### src/rtl/hbbc_pkg.sv
`timescale 1ns / 1ps
// ----------------------------------------------------------------------------
// hbbc_pkg
// Shared widths, codes and item types of the hashed block buffer cache.
// ----------------------------------------------------------------------------
package hbbc_pkg;

  localparam int REQ_W    = 2;
  localparam int DEV_W    = 8;
  localparam int BLK_W    = 32;
  localparam int HANDLE_W = 6;
  localparam int STAT_W   = 2;
  localparam int REFS_W   = 8;
  localparam int BKT_W    = 4;

  localparam int NUM_BUFFERS_DEF = 30;
  localparam int NUM_BUCKETS_DEF = 13;

  // request codes
  localparam logic [REQ_W-1:0] REQ_GET     = 2'd0;
  localparam logic [REQ_W-1:0] REQ_RELEASE = 2'd1;
  localparam logic [REQ_W-1:0] REQ_PIN     = 2'd2;
  localparam logic [REQ_W-1:0] REQ_UNPIN   = 2'd3;

  // status codes
  localparam logic [STAT_W-1:0] ST_OK        = 2'd0;
  localparam logic [STAT_W-1:0] ST_NO_FREE   = 2'd1;
  localparam logic [STAT_W-1:0] ST_UNDERFLOW = 2'd2;

  typedef struct packed {
    logic [REQ_W-1:0]    req_type;
    logic [DEV_W-1:0]    device_id;
    logic [BLK_W-1:0]    block_number;
    logic [HANDLE_W-1:0] buffer_handle;
  } req_t;

  typedef struct packed {
    logic [HANDLE_W-1:0] granted_buffer;
    logic                needs_fill;
    logic                was_cached;
    logic [STAT_W-1:0]   status;
  } rsp_t;

endpackage

### src/rtl/hbbc_if.sv
`timescale 1ns / 1ps
// ----------------------------------------------------------------------------
// hbbc request / response channels
// Valid-ready channels; an item moves when valid and ready are both high.
// ----------------------------------------------------------------------------
interface hbbc_req_if;
  logic            valid;
  logic            ready;
  hbbc_pkg::req_t  data;
  modport source (output valid, output data, input ready);
  modport sink   (input valid, input data, output ready);
endinterface

interface hbbc_rsp_if;
  logic            valid;
  logic            ready;
  hbbc_pkg::rsp_t  data;
  modport source (output valid, output data, input ready);
  modport sink   (input valid, input data, output ready);
endinterface

### src/rtl/hashed_block_buffer_cache.sv
`timescale 1ns / 1ps
// ----------------------------------------------------------------------------
// hashed_block_buffer_cache
// Buffer pool kept in per-bucket recency lists, walked by a small sequencer.
// ----------------------------------------------------------------------------
// Usage:
//   in_req  : one request item (get / release / pin / unpin) per handshake.
//   out_rsp : exactly one response item per request, in request order.
// The block takes one request at a time; in_req.ready is high only while the
// sequencer is idle. A result waiting in the output register does not block
// the next request; only a second result waits until out_rsp.ready.
// Sequence: a get first runs the block mod bucket step (one 4-bit digit a
// cycle through a constant remainder table), then walks one list node per
// cycle through the link memories, the closing head included, over match and
// free scans of up to NUM_BUCKETS buckets; a buffer that moves bucket then
// passes the unlink, head read and push steps before the result is posted.
// Release, pin and unpin read the handle's count and update it, and a release
// that frees the buffer moves it to its bucket head. An out-of-range handle
// goes straight to posting the result.
// Reset: after rst_n the block runs a clearing pass over all buffers and then
// all bucket heads that rebuilds the lists; in_req.ready stays low then.
// ----------------------------------------------------------------------------
module hashed_block_buffer_cache #(
  parameter int NUM_BUFFERS = hbbc_pkg::NUM_BUFFERS_DEF,
  parameter int NUM_BUCKETS = hbbc_pkg::NUM_BUCKETS_DEF
) (
  input  logic       clk,
  input  logic       rst_n,
  hbbc_req_if.sink   in_req,
  hbbc_rsp_if.source out_rsp
);
  import hbbc_pkg::*;

  localparam int NODES     = NUM_BUFFERS + NUM_BUCKETS;
  localparam int NW        = $clog2(NODES);
  localparam int BW        = $clog2(NUM_BUFFERS);
  localparam int INIT_R    = (NUM_BUFFERS - 1) % NUM_BUCKETS;
  localparam int INIT_BASE = NUM_BUFFERS - 1 - INIT_R;
  localparam int NIBS      = BLK_W / 4;
  localparam int MOD_N     = 1 << (BKT_W + 4);

  localparam logic [NW-1:0]    NB_N   = NW'(NUM_BUFFERS);
  localparam logic [NW-1:0]    NK_N   = NW'(NUM_BUCKETS);
  localparam logic [BKT_W-1:0] K_LAST = BKT_W'(NUM_BUCKETS - 1);

  // remainder table: entry {r, d} holds (16 * r + d) mod bucket count
  function automatic logic [MOD_N*BKT_W-1:0] mod_table();
    logic [MOD_N*BKT_W-1:0] t;
    t = '0;
    for (int i = 0; i < MOD_N; i++) t[i*BKT_W +: BKT_W] = BKT_W'(i % NUM_BUCKETS);
    return t;
  endfunction

  localparam logic [MOD_N*BKT_W-1:0] MOD_TAB = mod_table();

  // sequencer states
  localparam logic [3:0] S_INIT_BUF  = 4'd0;
  localparam logic [3:0] S_INIT_HEAD = 4'd1;
  localparam logic [3:0] S_IDLE      = 4'd2;
  localparam logic [3:0] S_MOD       = 4'd3;
  localparam logic [3:0] S_SCAN_HEAD = 4'd4;
  localparam logic [3:0] S_SCAN_FRST = 4'd5;
  localparam logic [3:0] S_WALK      = 4'd6;
  localparam logic [3:0] S_OP_RD     = 4'd7;
  localparam logic [3:0] S_OP_EXEC   = 4'd8;
  localparam logic [3:0] S_MV_UNLINK = 4'd9;
  localparam logic [3:0] S_MV_RDH    = 4'd10;
  localparam logic [3:0] S_MV_PUSH1  = 4'd11;
  localparam logic [3:0] S_MV_PUSH2  = 4'd12;
  localparam logic [3:0] S_DONE      = 4'd13;

  // memories
  logic [NW-1:0]     fwd_mem [NODES];
  logic [NW-1:0]     bwd_mem [NODES];
  logic [DEV_W-1:0]  dev_mem [NUM_BUFFERS];
  logic [BLK_W-1:0]  blk_mem [NUM_BUFFERS];
  logic              val_mem [NUM_BUFFERS];
  logic [REFS_W-1:0] refs_mem[NUM_BUFFERS];
  logic [BKT_W-1:0]  bkt_mem [NUM_BUFFERS];

  // read port (registered data) and write ports
  logic [NW-1:0]     ra;
  logic [NW-1:0]     rd_fwd, rd_bwd;
  logic [DEV_W-1:0]  rd_dev;
  logic [BLK_W-1:0]  rd_blk;
  logic              rd_val;
  logic [REFS_W-1:0] rd_refs;
  logic [BKT_W-1:0]  rd_bkt;

  logic              fwd_we, bwd_we;
  logic [NW-1:0]     fwd_wa, fwd_wd, bwd_wa, bwd_wd;
  logic              id_we, val_we, refs_we, bkt_we;
  logic [NW-1:0]     ent_wa;
  logic [DEV_W-1:0]  dev_wd;
  logic [BLK_W-1:0]  blk_wd;
  logic              val_wd;
  logic [REFS_W-1:0] refs_wd;
  logic [BKT_W-1:0]  bkt_wd;

  // control and payload registers
  logic [3:0]        state_r, state_nxt;
  logic [NW-1:0]     cur_r, cur_nxt;
  logic [NW-1:0]     init_i_r, init_i_nxt;
  logic [BKT_W-1:0]  init_k_r, init_k_nxt;
  logic [BKT_W-1:0]  k_r, k_nxt;
  logic [BKT_W-1:0]  j_r, j_nxt;
  logic [BKT_W-1:0]  home_r, home_nxt;
  logic              free_r, free_nxt;
  logic [2:0]        mod_cnt_r, mod_cnt_nxt;
  logic [BKT_W-1:0]  rem_r, rem_nxt;
  req_t              req_r, req_nxt;
  logic [NW-1:0]     mv_node_r, mv_node_nxt;
  logic [NW-1:0]     mv_f_r, mv_f_nxt;
  logic [NW-1:0]     mv_b_r, mv_b_nxt;
  logic [BKT_W-1:0]  mv_bkt_r, mv_bkt_nxt;
  logic [NW-1:0]     first_r, first_nxt;
  rsp_t              res_r, res_nxt;
  rsp_t              out_r, out_nxt;
  logic              out_valid_r, out_valid_nxt;

  // link memories
  always_ff @(posedge clk) begin
    if (fwd_we) fwd_mem[fwd_wa] <= fwd_wd;
    rd_fwd <= fwd_mem[ra];
  end

  always_ff @(posedge clk) begin
    if (bwd_we) bwd_mem[bwd_wa] <= bwd_wd;
    rd_bwd <= bwd_mem[ra];
  end

  // buffer entry memories, read at the same node address
  always_ff @(posedge clk) begin
    if (id_we) begin
      dev_mem[BW'(ent_wa)] <= dev_wd;
      blk_mem[BW'(ent_wa)] <= blk_wd;
    end
    rd_dev <= dev_mem[BW'(ra)];
    rd_blk <= blk_mem[BW'(ra)];
  end

  always_ff @(posedge clk) begin
    if (val_we) val_mem[BW'(ent_wa)] <= val_wd;
    rd_val <= val_mem[BW'(ra)];
  end

  always_ff @(posedge clk) begin
    if (refs_we) refs_mem[BW'(ent_wa)] <= refs_wd;
    rd_refs <= refs_mem[BW'(ra)];
  end

  always_ff @(posedge clk) begin
    if (bkt_we) bkt_mem[BW'(ent_wa)] <= bkt_wd;
    rd_bkt <= bkt_mem[BW'(ra)];
  end

  // shared compare / step logic
  logic [NW-1:0]     head_n, next_n, mv_head_n;
  logic [NW:0]       init_up, init_last;
  logic [3:0]        blk_nib;
  logic [BKT_W+3:0]  mod_idx;
  logic              cur_is_buf, match_hit, free_hit;
  logic [REFS_W-1:0] refs_inc;

  assign head_n     = NB_N + NW'(k_r);
  assign mv_head_n  = NB_N + NW'(mv_bkt_r);
  assign next_n     = free_r ? rd_bwd : rd_fwd;
  assign cur_is_buf = (cur_r < NB_N);
  assign match_hit  = !free_r && cur_is_buf && (rd_dev == req_r.device_id)
                      && (rd_blk == req_r.block_number);
  assign free_hit   = free_r && cur_is_buf && (rd_refs == '0);
  assign refs_inc   = (rd_refs == '1) ? rd_refs : rd_refs + 1'b1;
  assign init_up    = {1'b0, init_i_r} + {1'b0, NK_N};
  assign init_last  = (NW+1)'(INIT_BASE) + (NW+1)'(init_k_r)
                      - ((init_k_r > BKT_W'(INIT_R)) ? (NW+1)'(NUM_BUCKETS) : '0);
  assign blk_nib    = req_r.block_number[4*(NIBS-1-int'(mod_cnt_r)) +: 4];
  assign mod_idx    = {rem_r, blk_nib};

  // sequencer
  always_comb begin
    state_nxt     = state_r;
    cur_nxt       = cur_r;
    init_i_nxt    = init_i_r;
    init_k_nxt    = init_k_r;
    k_nxt         = k_r;
    j_nxt         = j_r;
    home_nxt      = home_r;
    free_nxt      = free_r;
    mod_cnt_nxt   = mod_cnt_r;
    rem_nxt       = rem_r;
    req_nxt       = req_r;
    mv_node_nxt   = mv_node_r;
    mv_f_nxt      = mv_f_r;
    mv_b_nxt      = mv_b_r;
    mv_bkt_nxt    = mv_bkt_r;
    first_nxt     = first_r;
    res_nxt       = res_r;
    out_nxt       = out_r;
    out_valid_nxt = out_valid_r;
    ra            = cur_r;
    fwd_we        = 1'b0;
    bwd_we        = 1'b0;
    fwd_wa        = '0;
    fwd_wd        = '0;
    bwd_wa        = '0;
    bwd_wd        = '0;
    id_we         = 1'b0;
    val_we        = 1'b0;
    refs_we       = 1'b0;
    bkt_we        = 1'b0;
    ent_wa        = cur_r;
    dev_wd        = req_r.device_id;
    blk_wd        = req_r.block_number;
    val_wd        = 1'b1;
    refs_wd       = '0;
    bkt_wd        = '0;

    if (out_valid_r && out_rsp.ready) out_valid_nxt = 1'b0;

    unique case (state_r)
      // clearing pass over buffers: rebuild the insertion-order lists
      S_INIT_BUF: begin
        fwd_we  = 1'b1;
        bwd_we  = 1'b1;
        fwd_wa  = init_i_r;
        bwd_wa  = init_i_r;
        fwd_wd  = (init_i_r >= NK_N) ? init_i_r - NK_N : NB_N + NW'(init_k_r);
        bwd_wd  = (init_up < (NW+1)'(NUM_BUFFERS)) ? NW'(init_up)
                                                   : NB_N + NW'(init_k_r);
        ent_wa  = init_i_r;
        id_we   = 1'b1;
        dev_wd  = '0;
        blk_wd  = '0;
        val_we  = 1'b1;
        val_wd  = 1'b0;
        refs_we = 1'b1;
        bkt_we  = 1'b1;
        bkt_wd  = init_k_r;
        init_k_nxt = (init_k_r == K_LAST) ? '0 : init_k_r + 1'b1;
        init_i_nxt = init_i_r + 1'b1;
        if (init_i_r == NB_N - 1'b1) begin
          init_k_nxt = '0;
          state_nxt  = S_INIT_HEAD;
        end
      end

      // clearing pass over bucket heads
      S_INIT_HEAD: begin
        fwd_we = 1'b1;
        bwd_we = 1'b1;
        fwd_wa = NB_N + NW'(init_k_r);
        bwd_wa = NB_N + NW'(init_k_r);
        if (NW'(init_k_r) < NB_N) begin
          fwd_wd = NW'(init_last);
          bwd_wd = NW'(init_k_r);
        end else begin
          fwd_wd = NB_N + NW'(init_k_r);
          bwd_wd = NB_N + NW'(init_k_r);
        end
        init_k_nxt = init_k_r + 1'b1;
        if (init_k_r == K_LAST) state_nxt = S_IDLE;
      end

      S_IDLE: begin
        if (in_req.valid) begin
          req_nxt = in_req.data;
          res_nxt.granted_buffer = in_req.data.buffer_handle;
          res_nxt.needs_fill     = 1'b0;
          res_nxt.was_cached     = 1'b0;
          res_nxt.status         = ST_OK;
          if (in_req.data.req_type == REQ_GET) begin
            res_nxt.granted_buffer = '0;
            mod_cnt_nxt = '0;
            rem_nxt     = '0;
            state_nxt   = S_MOD;
          end else if ({1'b0, in_req.data.buffer_handle}
                       >= (HANDLE_W+1)'(NUM_BUFFERS)) begin
            state_nxt = S_DONE;
          end else begin
            cur_nxt   = NW'(in_req.data.buffer_handle);
            state_nxt = S_OP_RD;
          end
        end
      end

      // home bucket: block number mod bucket count, one nibble a cycle
      S_MOD: begin
        rem_nxt     = MOD_TAB[BKT_W*int'(mod_idx) +: BKT_W];
        mod_cnt_nxt = mod_cnt_r + 1'b1;
        if (mod_cnt_r == 3'(NIBS - 1)) begin
          home_nxt  = rem_nxt;
          k_nxt     = rem_nxt;
          j_nxt     = '0;
          free_nxt  = 1'b0;
          state_nxt = S_SCAN_HEAD;
        end
      end

      S_SCAN_HEAD: begin
        ra        = head_n;
        cur_nxt   = head_n;
        state_nxt = S_SCAN_FRST;
      end

      S_SCAN_FRST: begin
        ra        = next_n;
        cur_nxt   = next_n;
        state_nxt = S_WALK;
      end

      // one list node per cycle
      S_WALK: begin
        if (cur_r == head_n) begin
          if (!free_r) begin
            free_nxt  = 1'b1;
            state_nxt = S_SCAN_HEAD;
          end else if (j_r == K_LAST) begin
            res_nxt.status = ST_NO_FREE;
            state_nxt      = S_DONE;
          end else begin
            free_nxt  = 1'b0;
            j_nxt     = j_r + 1'b1;
            k_nxt     = (k_r == K_LAST) ? '0 : k_r + 1'b1;
            state_nxt = S_SCAN_HEAD;
          end
        end else if (match_hit || free_hit) begin
          ent_wa  = cur_r;
          val_we  = 1'b1;
          refs_we = 1'b1;
          refs_wd = match_hit ? refs_inc : REFS_W'(1);
          id_we   = free_hit;
          bkt_we  = (j_r != '0);
          bkt_wd  = home_r;
          res_nxt.granted_buffer = HANDLE_W'(cur_r);
          res_nxt.needs_fill     = match_hit ? !rd_val : 1'b1;
          res_nxt.was_cached     = match_hit;
          mv_node_nxt = cur_r;
          mv_f_nxt    = rd_fwd;
          mv_b_nxt    = rd_bwd;
          mv_bkt_nxt  = home_r;
          state_nxt   = (j_r != '0) ? S_MV_UNLINK : S_DONE;
        end else begin
          ra      = next_n;
          cur_nxt = next_n;
        end
      end

      S_OP_RD: begin
        state_nxt = S_OP_EXEC;
      end

      // release / pin / unpin on the count read for the handle
      S_OP_EXEC: begin
        ent_wa = cur_r;
        if (req_r.req_type == REQ_PIN) begin
          refs_we   = 1'b1;
          refs_wd   = refs_inc;
          state_nxt = S_DONE;
        end else if (rd_refs == '0) begin
          res_nxt.status = ST_UNDERFLOW;
          state_nxt      = S_DONE;
        end else begin
          refs_we   = 1'b1;
          refs_wd   = rd_refs - 1'b1;
          state_nxt = S_DONE;
          if (req_r.req_type == REQ_RELEASE && rd_refs == REFS_W'(1)) begin
            mv_node_nxt = cur_r;
            mv_f_nxt    = rd_fwd;
            mv_b_nxt    = rd_bwd;
            mv_bkt_nxt  = rd_bkt;
            state_nxt   = S_MV_UNLINK;
          end
        end
      end

      // move: unlink, read the bucket's first node, push at head
      S_MV_UNLINK: begin
        fwd_we    = 1'b1;
        fwd_wa    = mv_b_r;
        fwd_wd    = mv_f_r;
        bwd_we    = 1'b1;
        bwd_wa    = mv_f_r;
        bwd_wd    = mv_b_r;
        state_nxt = S_MV_RDH;
      end

      S_MV_RDH: begin
        ra        = mv_head_n;
        state_nxt = S_MV_PUSH1;
      end

      S_MV_PUSH1: begin
        first_nxt = rd_fwd;
        fwd_we    = 1'b1;
        fwd_wa    = mv_node_r;
        fwd_wd    = rd_fwd;
        bwd_we    = 1'b1;
        bwd_wa    = mv_node_r;
        bwd_wd    = mv_head_n;
        state_nxt = S_MV_PUSH2;
      end

      S_MV_PUSH2: begin
        bwd_we    = 1'b1;
        bwd_wa    = first_r;
        bwd_wd    = mv_node_r;
        fwd_we    = 1'b1;
        fwd_wa    = mv_head_n;
        fwd_wd    = mv_node_r;
        state_nxt = S_DONE;
      end

      // post the result once the output register is free
      S_DONE: begin
        if (!out_valid_r || out_rsp.ready) begin
          out_nxt       = res_r;
          out_valid_nxt = 1'b1;
          state_nxt     = S_IDLE;
        end
      end

      default: state_nxt = S_IDLE;
    endcase
  end

  // control registers
  always_ff @(posedge clk) begin
    if (!rst_n) begin
      state_r     <= S_INIT_BUF;
      init_i_r    <= '0;
      init_k_r    <= '0;
      out_valid_r <= 1'b0;
    end else begin
      state_r     <= state_nxt;
      init_i_r    <= init_i_nxt;
      init_k_r    <= init_k_nxt;
      out_valid_r <= out_valid_nxt;
    end
  end

  // payload and work registers
  always_ff @(posedge clk) begin
    cur_r     <= cur_nxt;
    k_r       <= k_nxt;
    j_r       <= j_nxt;
    home_r    <= home_nxt;
    free_r    <= free_nxt;
    mod_cnt_r <= mod_cnt_nxt;
    rem_r     <= rem_nxt;
    req_r     <= req_nxt;
    mv_node_r <= mv_node_nxt;
    mv_f_r    <= mv_f_nxt;
    mv_b_r    <= mv_b_nxt;
    mv_bkt_r  <= mv_bkt_nxt;
    first_r   <= first_nxt;
    res_r     <= res_nxt;
    out_r     <= out_nxt;
  end

  assign in_req.ready  = (state_r == S_IDLE);
  assign out_rsp.valid = out_valid_r;
  assign out_rsp.data  = out_r;

endmodule

### src/flat_wrapper.sv
// flat-port wrapper written by rule: the top's interface ports become plain ports
module hashed_block_buffer_cache_flat import hbbc_pkg::*;
#(
  parameter int NUM_BUFFERS = hbbc_pkg::NUM_BUFFERS_DEF,
  parameter int NUM_BUCKETS = hbbc_pkg::NUM_BUCKETS_DEF
)
  (clk, rst_n, in_req_valid, in_req_data, in_req_ready, out_rsp_valid, out_rsp_data, out_rsp_ready);
  hbbc_req_if in_req_i ();
  hbbc_rsp_if out_rsp_i ();
  input  logic clk;
  input  logic rst_n;
  input wire logic [$bits(in_req_i.valid)-1:0] in_req_valid;
  input wire logic [$bits(in_req_i.data)-1:0] in_req_data;
  output wire logic [$bits(in_req_i.ready)-1:0] in_req_ready;
  output wire logic [$bits(out_rsp_i.valid)-1:0] out_rsp_valid;
  output wire logic [$bits(out_rsp_i.data)-1:0] out_rsp_data;
  input wire logic [$bits(out_rsp_i.ready)-1:0] out_rsp_ready;
  assign in_req_i.valid = in_req_valid;
  assign in_req_i.data = in_req_data;
  assign in_req_ready = in_req_i.ready;
  assign out_rsp_valid = out_rsp_i.valid;
  assign out_rsp_data = out_rsp_i.data;
  assign out_rsp_i.ready = out_rsp_ready;
  hashed_block_buffer_cache #(.NUM_BUFFERS(NUM_BUFFERS), .NUM_BUCKETS(NUM_BUCKETS)) u_core (.clk(clk), .rst_n(rst_n), .in_req(in_req_i), .out_rsp(out_rsp_i));
endmodule
### config.mk
export PLATFORM = sky130hd
export DESIGN_NAME = hashed_block_buffer_cache_flat
export DESIGN_NICKNAME = d
export VERILOG_FILES = /design/src/rtl/hbbc_pkg.sv /design/src/rtl/hbbc_if.sv /design/src/rtl/hashed_block_buffer_cache.sv /design/src/flat_wrapper.sv
export SDC_FILE = /design/constraint.sdc
export NUM_CORES = 2
export LEC_CHECK = 0
export BUFFER_PORTS_ARGS = -buffer_cell sky130_fd_sc_hd__buf_2
export CAP_MARGIN = 5
export CORE_MARGIN = 3
export CORE_UTILIZATION = 42
export CTS_CLUSTER_SIZE = 8
export DETAILED_ROUTE_END_ITERATION = 8
export REMOVE_ABC_BUFFERS = 1
export SYNTH_ARGS = -nofsm -noshare
export SYNTH_HDL_FRONTEND = slang
export SYNTH_SLANG_ARGS = --single-unit
### constraint.sdc
create_clock -name clk -period 4.6 [get_ports clk]
set_clock_uncertainty 0.2 [all_clocks]
set_input_delay 0.92 -clock clk [delete_from_list [all_inputs] [get_ports clk]]
set_output_delay 0.92 -clock clk [all_outputs]
set_load 0.005 [all_outputs]
After elaboration in Yosys (flattened, before gate mapping)
Memories as Yosys holds them, arrays and structs flattened. A register that Yosys moved wholly into a read port is not among the register bits.
Index checks and enable logic that the tools add are counted.

storage, ports and cells
  register bits = 131
  RAM bits = 2,106
  input bits = 52
  output and inout port bits = 12
  word-level logic and storage cells = 267
  memories = 7

cells by class
  $add $sub $neg = 15
  order comparisons = 5
  equal/unequal tests = 44
  shifts and indexed selects = 2
  multiplexer cells = 132
  reduce and logical (&&, ||, !) cells = 35

memories
  memory           depth  bits a word  rd ports  clocked after Yosys merged registers in  write ports  line                             text
  u_core.blk_mem   30     32           1         1                                        1            hashed_block_buffer_cache.sv:76  logic [BLK_W-1:0] blk_mem [NUM_BUFFERS];
  u_core.bwd_mem   43     6            1         1                                        1            hashed_block_buffer_cache.sv:74  logic [NW-1:0] bwd_mem [NODES];
  u_core.fwd_mem   43     6            1         1                                        1            hashed_block_buffer_cache.sv:73  logic [NW-1:0] fwd_mem [NODES];
  u_core.dev_mem   30     8            1         1                                        1            hashed_block_buffer_cache.sv:75  logic [DEV_W-1:0] dev_mem [NUM_BUFFERS];
  u_core.refs_mem  30     8            1         1                                        1            hashed_block_buffer_cache.sv:78  logic [REFS_W-1:0] refs_mem[NUM_BUFFERS];
  u_core.bkt_mem   30     4            1         1                                        1            hashed_block_buffer_cache.sv:79  logic [BKT_W-1:0] bkt_mem [NUM_BUFFERS];
  +1 memories      -      -            -         -                                        -            -

operators by type and width
  kind                                                                             count
  1024-bit by 11-bit variable part select with 4-bit output, first input constant  1
  6-bit 2-to-1 mux                                                                 24
  4-bit 2-to-1 mux                                                                 34
  6-bit case mux with 5 select lines                                               4
  8-bit 2-to-1 mux                                                                 9
  4-bit case mux with 14 select lines                                              1
  4-bit case mux with 2 select lines                                               6
  6-bit case mux with 4 select lines                                               2
  4-bit equality test, second input constant                                       9
  6-bit case mux with 2 select lines                                               3
  32-bit equality test                                                             1
  32-bit 2-to-1 mux                                                                1
  8-bit case mux with 2 select lines                                               2
  32-bit by 32-bit variable part select with 4-bit output                          1
  1-bit 2-to-1 mux                                                                 28
  5-bit by 4-bit adder with 6-bit output, first input constant                     4
  2-bit by 1-bit != test with 1-bit output, second input constant                  11
  4-bit by 3-bit equality test with 1-bit output, second input constant            4
  2-bit != test, second input constant                                             7
  4-bit by 1-bit adder with 4-bit output, second input constant                    3
  3-bit 2-to-1 mux                                                                 4
  6-bit AND reduction                                                              2
  10-bit 2-to-1 mux                                                                1
  2-bit 2-to-1 mux                                                                 5
  other kinds (44)                                                                 66

Depth between registers and ports, before layout
  depth in word-level cells = 10
  mapped depth = 19
  mapped depth without buffers = 14

Least setup slack after synthesis
OpenSTA, ideal clock, no wires.

  path type = register -> register
  start point = reg u_core.state_r[0]
  end point = mem u_core.blk_mem[12][0], enable pin
  arrival time = 3,993 ps
  slack = -31 ps
  cell stages (with the launch flop) = 9
  path buffers = 4
  clock period less this slack = 4,631 ps
  path through = dfxtp_1 > clkbuf_1 > clkbuf_1 > buf_1 > nor2_1 > clkbuf_1 > o31ai_1 > nand2_1 > nor2_1

between the ends
  longest elaborated chain between the ends = 4
  elaborated cells on any way between the ends = 6
  those cells by class = eq/ne (1); mux (4); reduce/logical (1)

RTL lines
  element                                                                              line                              text
  from (decl)                                                                          hashed_block_buffer_cache.sv:101  logic [3:0] state_r, state_nxt;
  from (signal assigned)                                                               hashed_block_buffer_cache.sv:434  state_r <= state_nxt;
  4-bit by 3-bit equality test with 1-bit output or 4-bit logical NOT (tied branches)  hashed_block_buffer_cache.sv:220  unique case (state_r)
  1-bit case mux with 2 select lines                                                   hashed_block_buffer_cache.sv:220
  1-bit 2-to-1 mux                                                                     hashed_block_buffer_cache.sv:134  if (id_we) begin
  1-bit 2-to-1 mux (implied by the code)                                               hashed_block_buffer_cache.sv:136  blk_mem[BW'(ent_wa)] <= blk_wd;
  to (decl)                                                                            hashed_block_buffer_cache.sv:76

Parallel ways exist; a longest one is shown, timed or not.

Worst setup path after layout
  start point = reg u_core.cur_r[5]
  end point = reg u_core.rd_bkt[3], read port of u_core.bkt_mem

between the ends
  longest elaborated chain between the ends = 8
  elaborated cells on any way between the ends = 11
  those cells by class = order compare (1); eq/ne (1); mux (3); reduce/logical (6)

RTL lines
  element                                                line                              text
  from (decl)                                            hashed_block_buffer_cache.sv:102  logic [NW-1:0] cur_r, cur_nxt;
  from (signal assigned)                                 hashed_block_buffer_cache.sv:443  cur_r <= cur_nxt;
  6-bit by 5-bit less-than comparator with 1-bit output  hashed_block_buffer_cache.sv:168  assign cur_is_buf = (cur_r < NB_N);
  1-bit logical AND (2 in series)                        hashed_block_buffer_cache.sv:169  assign match_hit = !free_r && cur_is_buf && (rd_dev == req_r.device_id)
  1-bit logical AND                                      hashed_block_buffer_cache.sv:170  && (rd_blk == req_r.block_number);
  1-bit logical OR                                       hashed_block_buffer_cache.sv:326  end else if (match_hit || free_hit) begin
  6-bit 2-to-1 mux                                       hashed_block_buffer_cache.sv:326
  6-bit 2-to-1 mux (*)                                   -
  6-bit case mux with 4 select lines (*)                 hashed_block_buffer_cache.sv:220
  to (decl)                                              hashed_block_buffer_cache.sv:88   logic [BKT_W-1:0] rd_bkt;

Mark *: on every way between the ends. The rest lies on a longest branch, timed or not.
A chain may end at the register's enable or synchronous reset.

==> impl_metrics.csv <==
group,metric,value,unit
worst_setup_path,cp-start-kind,"register",
final_layout,final-seq-area,68330,sq um
worst_setup_path,crit_chain,"a41oi_1 > buf_4 > o2111ai_1 > or4_4 > nor4_4 > buf_4 > buf_4 > a21oi_2 > o211ai_4 > buf_4 > nand2_4 > buf_12 > buf_12 > buf_12 > a211oi_1 > a211oi_1 > nor4_1 > nand3_1",
final_layout,final_util,50.50,%
synthesis,synth_common_cells,"2,222 x edfxtp_1, 908 x nand2_1, 609 x a211oi_1",
placement,pre_cts_slack,0.004799,ns
floorplan,die_x,480.3,microns
routing,avgViaCountPerCell,5.985,
worst_setup_path,end_kind,"register",
clocking,htreeDepth,5,
synthesis,synthesis.area,94480,sq um
global_routing,grt_overflow,0,
sta,min_period,4.486,ns
sta,slew_viol_final,0,
synthesis,synth_top_area_share,70.62,%
placement,portBuffers,63,
routing,routedWlPerCell,27.79,microns
synthesis,syn_avg_cell_area,14.10,sq um
sta,max_slew.worst_pin.slew,1.346,ns
final_layout,layout.cells.non_filler,10344,
final_layout,drive_gt1_share,15.04,%
synthesis,yosys.area.top_type,"edfxtp_1",
sta,hold_viol_final,0,
final_layout,fillCellCount,18625,
final_layout,area_delta_synth_final,19.17,%
synthesis,ys.warnings.count,0,
global_routing,grt_pass1_vias,59748,
final_layout,multi_input_area,24460,sq um
sta,rsz0062_at_grt,"no",
synthesis,synth-async-reset-ratio,0,%
routing,wl,287400,microns
synthesis,synth_edf_count,2222,
floorplan,die_h,480.3,microns
job,max-cap-violations,0,
global_routing,antenna_found_initial,11,
clocking,numCtsBuffers,338,
placement,dp.cells,9761,
routing,vias,61906,
floorplan,start_util,42.38,%
sta,setup_slack,0.1144,ns
clocking,cts.reportedPaths.clkPinSlew,0.05,ns
sta,final.setup.tns,0,ns
outcome,status,"finished, violations left",
placement,dp_hpwl,172500,microns
synthesis,ys_types,72,
clocking,clock_latency,0.94,ns
worst_setup_path,crit_fanout,26,
routing,drt_iter0_drc,7989,
routing,post-route-drc-count,1,
routing,ant_nets,0,
synthesis,synth_seq_cells,2302,
clocking,root_buffer,"clkbuf_16",
global_routing,grt_use_total,24.38,%
sta,fin_crit_sh,97.51,%
final_layout,nets,7249,
worst_setup_path,max_stage_delay,0.50,ns
outcome,violations,"DRC",
power_and_ir_drop,p_leak,38.15,nW
worst_setup_path,arrival,5.01,ns
floorplan,die_area,230700,sq um
sta,setup_viol,0,
clocking,clock_sinks,2302,
power_and_ir_drop,ir_worst_vdd,0.4056,mV
hold_path,hold_class,"in2reg",
worst_setup_path,cp_top_family,"buffers and inverters",
floorplan,boundaryPins,64,
floorplan,num_rows,173,
synthesis,synth-main-ff-cell,"edfxtp_1",
clocking,cts_buffer_depth,4,
worst_setup_path,setup.worst_path.class,"reg2reg",
worst_setup_path,crit_buf_inv,7,
global_routing,grt_pass1_wl,416300,microns
synthesis,yosysMostFrequentCell,"edfxtp_1",
worst_setup_path,critPathRequiredTime,5.13,ns
sta,slew_headroom,10.25,%
power_and_ir_drop,powerDensity,408.4,nW/um^2
clocking,cts_tree,"built",
synthesis,yosysSeqAreaShare,72.32,%
floorplan,core,223000,sq um
placement,gp_congestion,0.8826,
synthesis,syn_inst,6701,
worst_setup_path,crit_top_cell,"buf_4",
synthesis,synth.top_cells.by_area,"edfxtp_1 71%, a211oi_1 4.8%, nand2_1 3.6%, mux2i_1 3.0%, and3_1 2.3%",
routing,first_pass_iters,9,
global_routing,grt_max_degree,119,
worst_setup_path,critPathSlowestCell,"edfxtp_1",
sta,fmax,0.2229,GHz
## through the flow
stage / instance area [sq um] / hold WS (ns) / power (mW)
global route: 112600 / 0.01145 / 47.22
global placement: 102900 / 0.2080 / 24.29
finish: 112600 / 0.05579 / 45.99
detailed placement: 102900 / 0.2081 / 24.31
floorplan: 92420 / 0.2003 / 23.90
CTS: 112500 / 0.00004008 / 46.28
## worst paths after layout
check	from	endpoint	slack (ns)	cells past startpoint
setup / recovery	u_core.cur_r[5]	u_core.rd_bkt[3]	0.11	18
hold / removal	in_req_data[33]	u_core.req_r[33]	0.06	1
setup reg to reg	u_core.cur_r[5]	u_core.rd_bkt[3]	0.11	18
hold reg to reg	u_core.res_r[0]	u_core.out_rsp.data[0]	0.21	0
## power breakdown
part	switching (mW)	internal, mW
sequential	0.0575	23.1
combinational	0.575	0.178
clock	8.58	13.5
## layout make-up
cell class | instances | area share (%)
Sequential cell | 2302 | 60.68
Antenna cell | 8 | 0.01778
Inverter | 59 | 0.1978
Clock buffer | 525 | 8.135
Timing Repair Buffer | 613 | 5.792
Multi-Input combinational cell | 3847 | 21.72
Clock inverter | 15 | 0.1445
Tap cell | 2975 | 3.306
## registers in the layout, indices dropped and copies added, names as in the netlist, 8 cells and up
| name | flops |
|---|---|
| u_core.blk_mem | 960 |
| u_core.rd_blk | 32 |
| u_core.rd_dev | 8 |
| u_core.bwd_mem | 258 |
| u_core.req_r | 42 |
| u_core.bkt_mem | 120 |
| u_core.dev_mem | 240 |
| u_core.res_r | 10 |
| u_core.out_rsp.data | 10 |
| u_core.fwd_mem | 258 |
| u_core.refs_mem | 240 |
| u_core.rd_refs | 8 |
| u_core.val_mem | 30 |
## layer usage
| layer | vias up | wire [microns] | global-route usage (%) | part of all wire, % |
|---|---|---|---|---|
| li1 | 26932 | - | - | - |
| met4 | 2 | 10170 | 8.556 | 3.5 |
| met1 | 31289 | 120600 | 34.96 | 42 |
| met3 | 569 | 24660 | 3.924 | 8.6 |
| met2 | 3114 | 132000 | 37.80 | 46 |
| met5 | - | 13 | 0 | 0.0045 |
## logic make-up (layout without fill, tap and decap cells)
family          Yosys count  after routing  share of synthesized area (%)
mux                     354            354                          4.221
compound gates         1259           1259                          9.535
other cells               0              8                              0
simple gates           2136           2136                          10.47
buf+inv                 552           1212                          2.410
flops                  2302           2302                          72.32
xor+xnor                 62             62                         0.5747
fa+ha+maj                36             36                         0.4767
## repair_timing
action                     in CTS  in global routing
hold endpoints to repair       30                  0
gates cloned                    0                  0
hold buffers                   30                  0
gates resized for setup         1                  7
setup endpoints to repair       1                 53
buffers inserted                3                  2
## worst register-to-register path: stages, from the launching register on
cell       delay (ns)
edfxtp_1         0.50
a41oi_1          0.32
buf_4            0.21
o2111ai_1        0.15
or4_4            0.45
nor4_4           0.14
buf_4            0.19
buf_4            0.14
a21oi_2          0.07
o211ai_4         0.10
buf_4            0.21
nand2_4          0.10
buf_12           0.18
buf_12           0.19
buf_12           0.21
a211oi_1         0.43
a211oi_1         0.11
nor4_1           0.29
nand3_1          0.12
## cell usage in the layout (no fill, tap or decap), types with 14 or more instances in the layout
| master | n |
|---|---|
| a31oi_1 | 151 |
| and3_1 | 351 |
| xor2_1 | 21 |
| a32oi_1 | 36 |
| dlygate4sd3_1 | 30 |
| xnor2_1 | 41 |
| o2111ai_1 | 58 |
| nand3_1 | 304 |
| mux4_2 | 32 |
| a311oi_1 | 14 |
| mux2_2 | 33 |
| nor3_1 | 19 |
| o21ai_0 | 102 |
| nand4_1 | 29 |
| buf_12 | 160 |
| clkbuf_16 | 338 |
| buf_4 | 360 |
| nor2_1 | 300 |
| nor2_4 | 38 |
| a22oi_1 | 14 |
| clkbuf_1 | 187 |
| o22ai_1 | 16 |
| a211oi_1 | 606 |
| and2_1 | 48 |
| edfxtp_1 | 2222 |
| nor2b_1 | 15 |
| inv_1 | 56 |
| ha_1 | 36 |
| a21oi_1 | 83 |
| mux2i_1 | 284 |
| o211ai_1 | 65 |
| nand2_1 | 906 |
| dfxtp_1 | 79 |
| buf_2 | 63 |
| nor4_1 | 59 |
No activity file was read; power rests on OpenSTA's default activity.
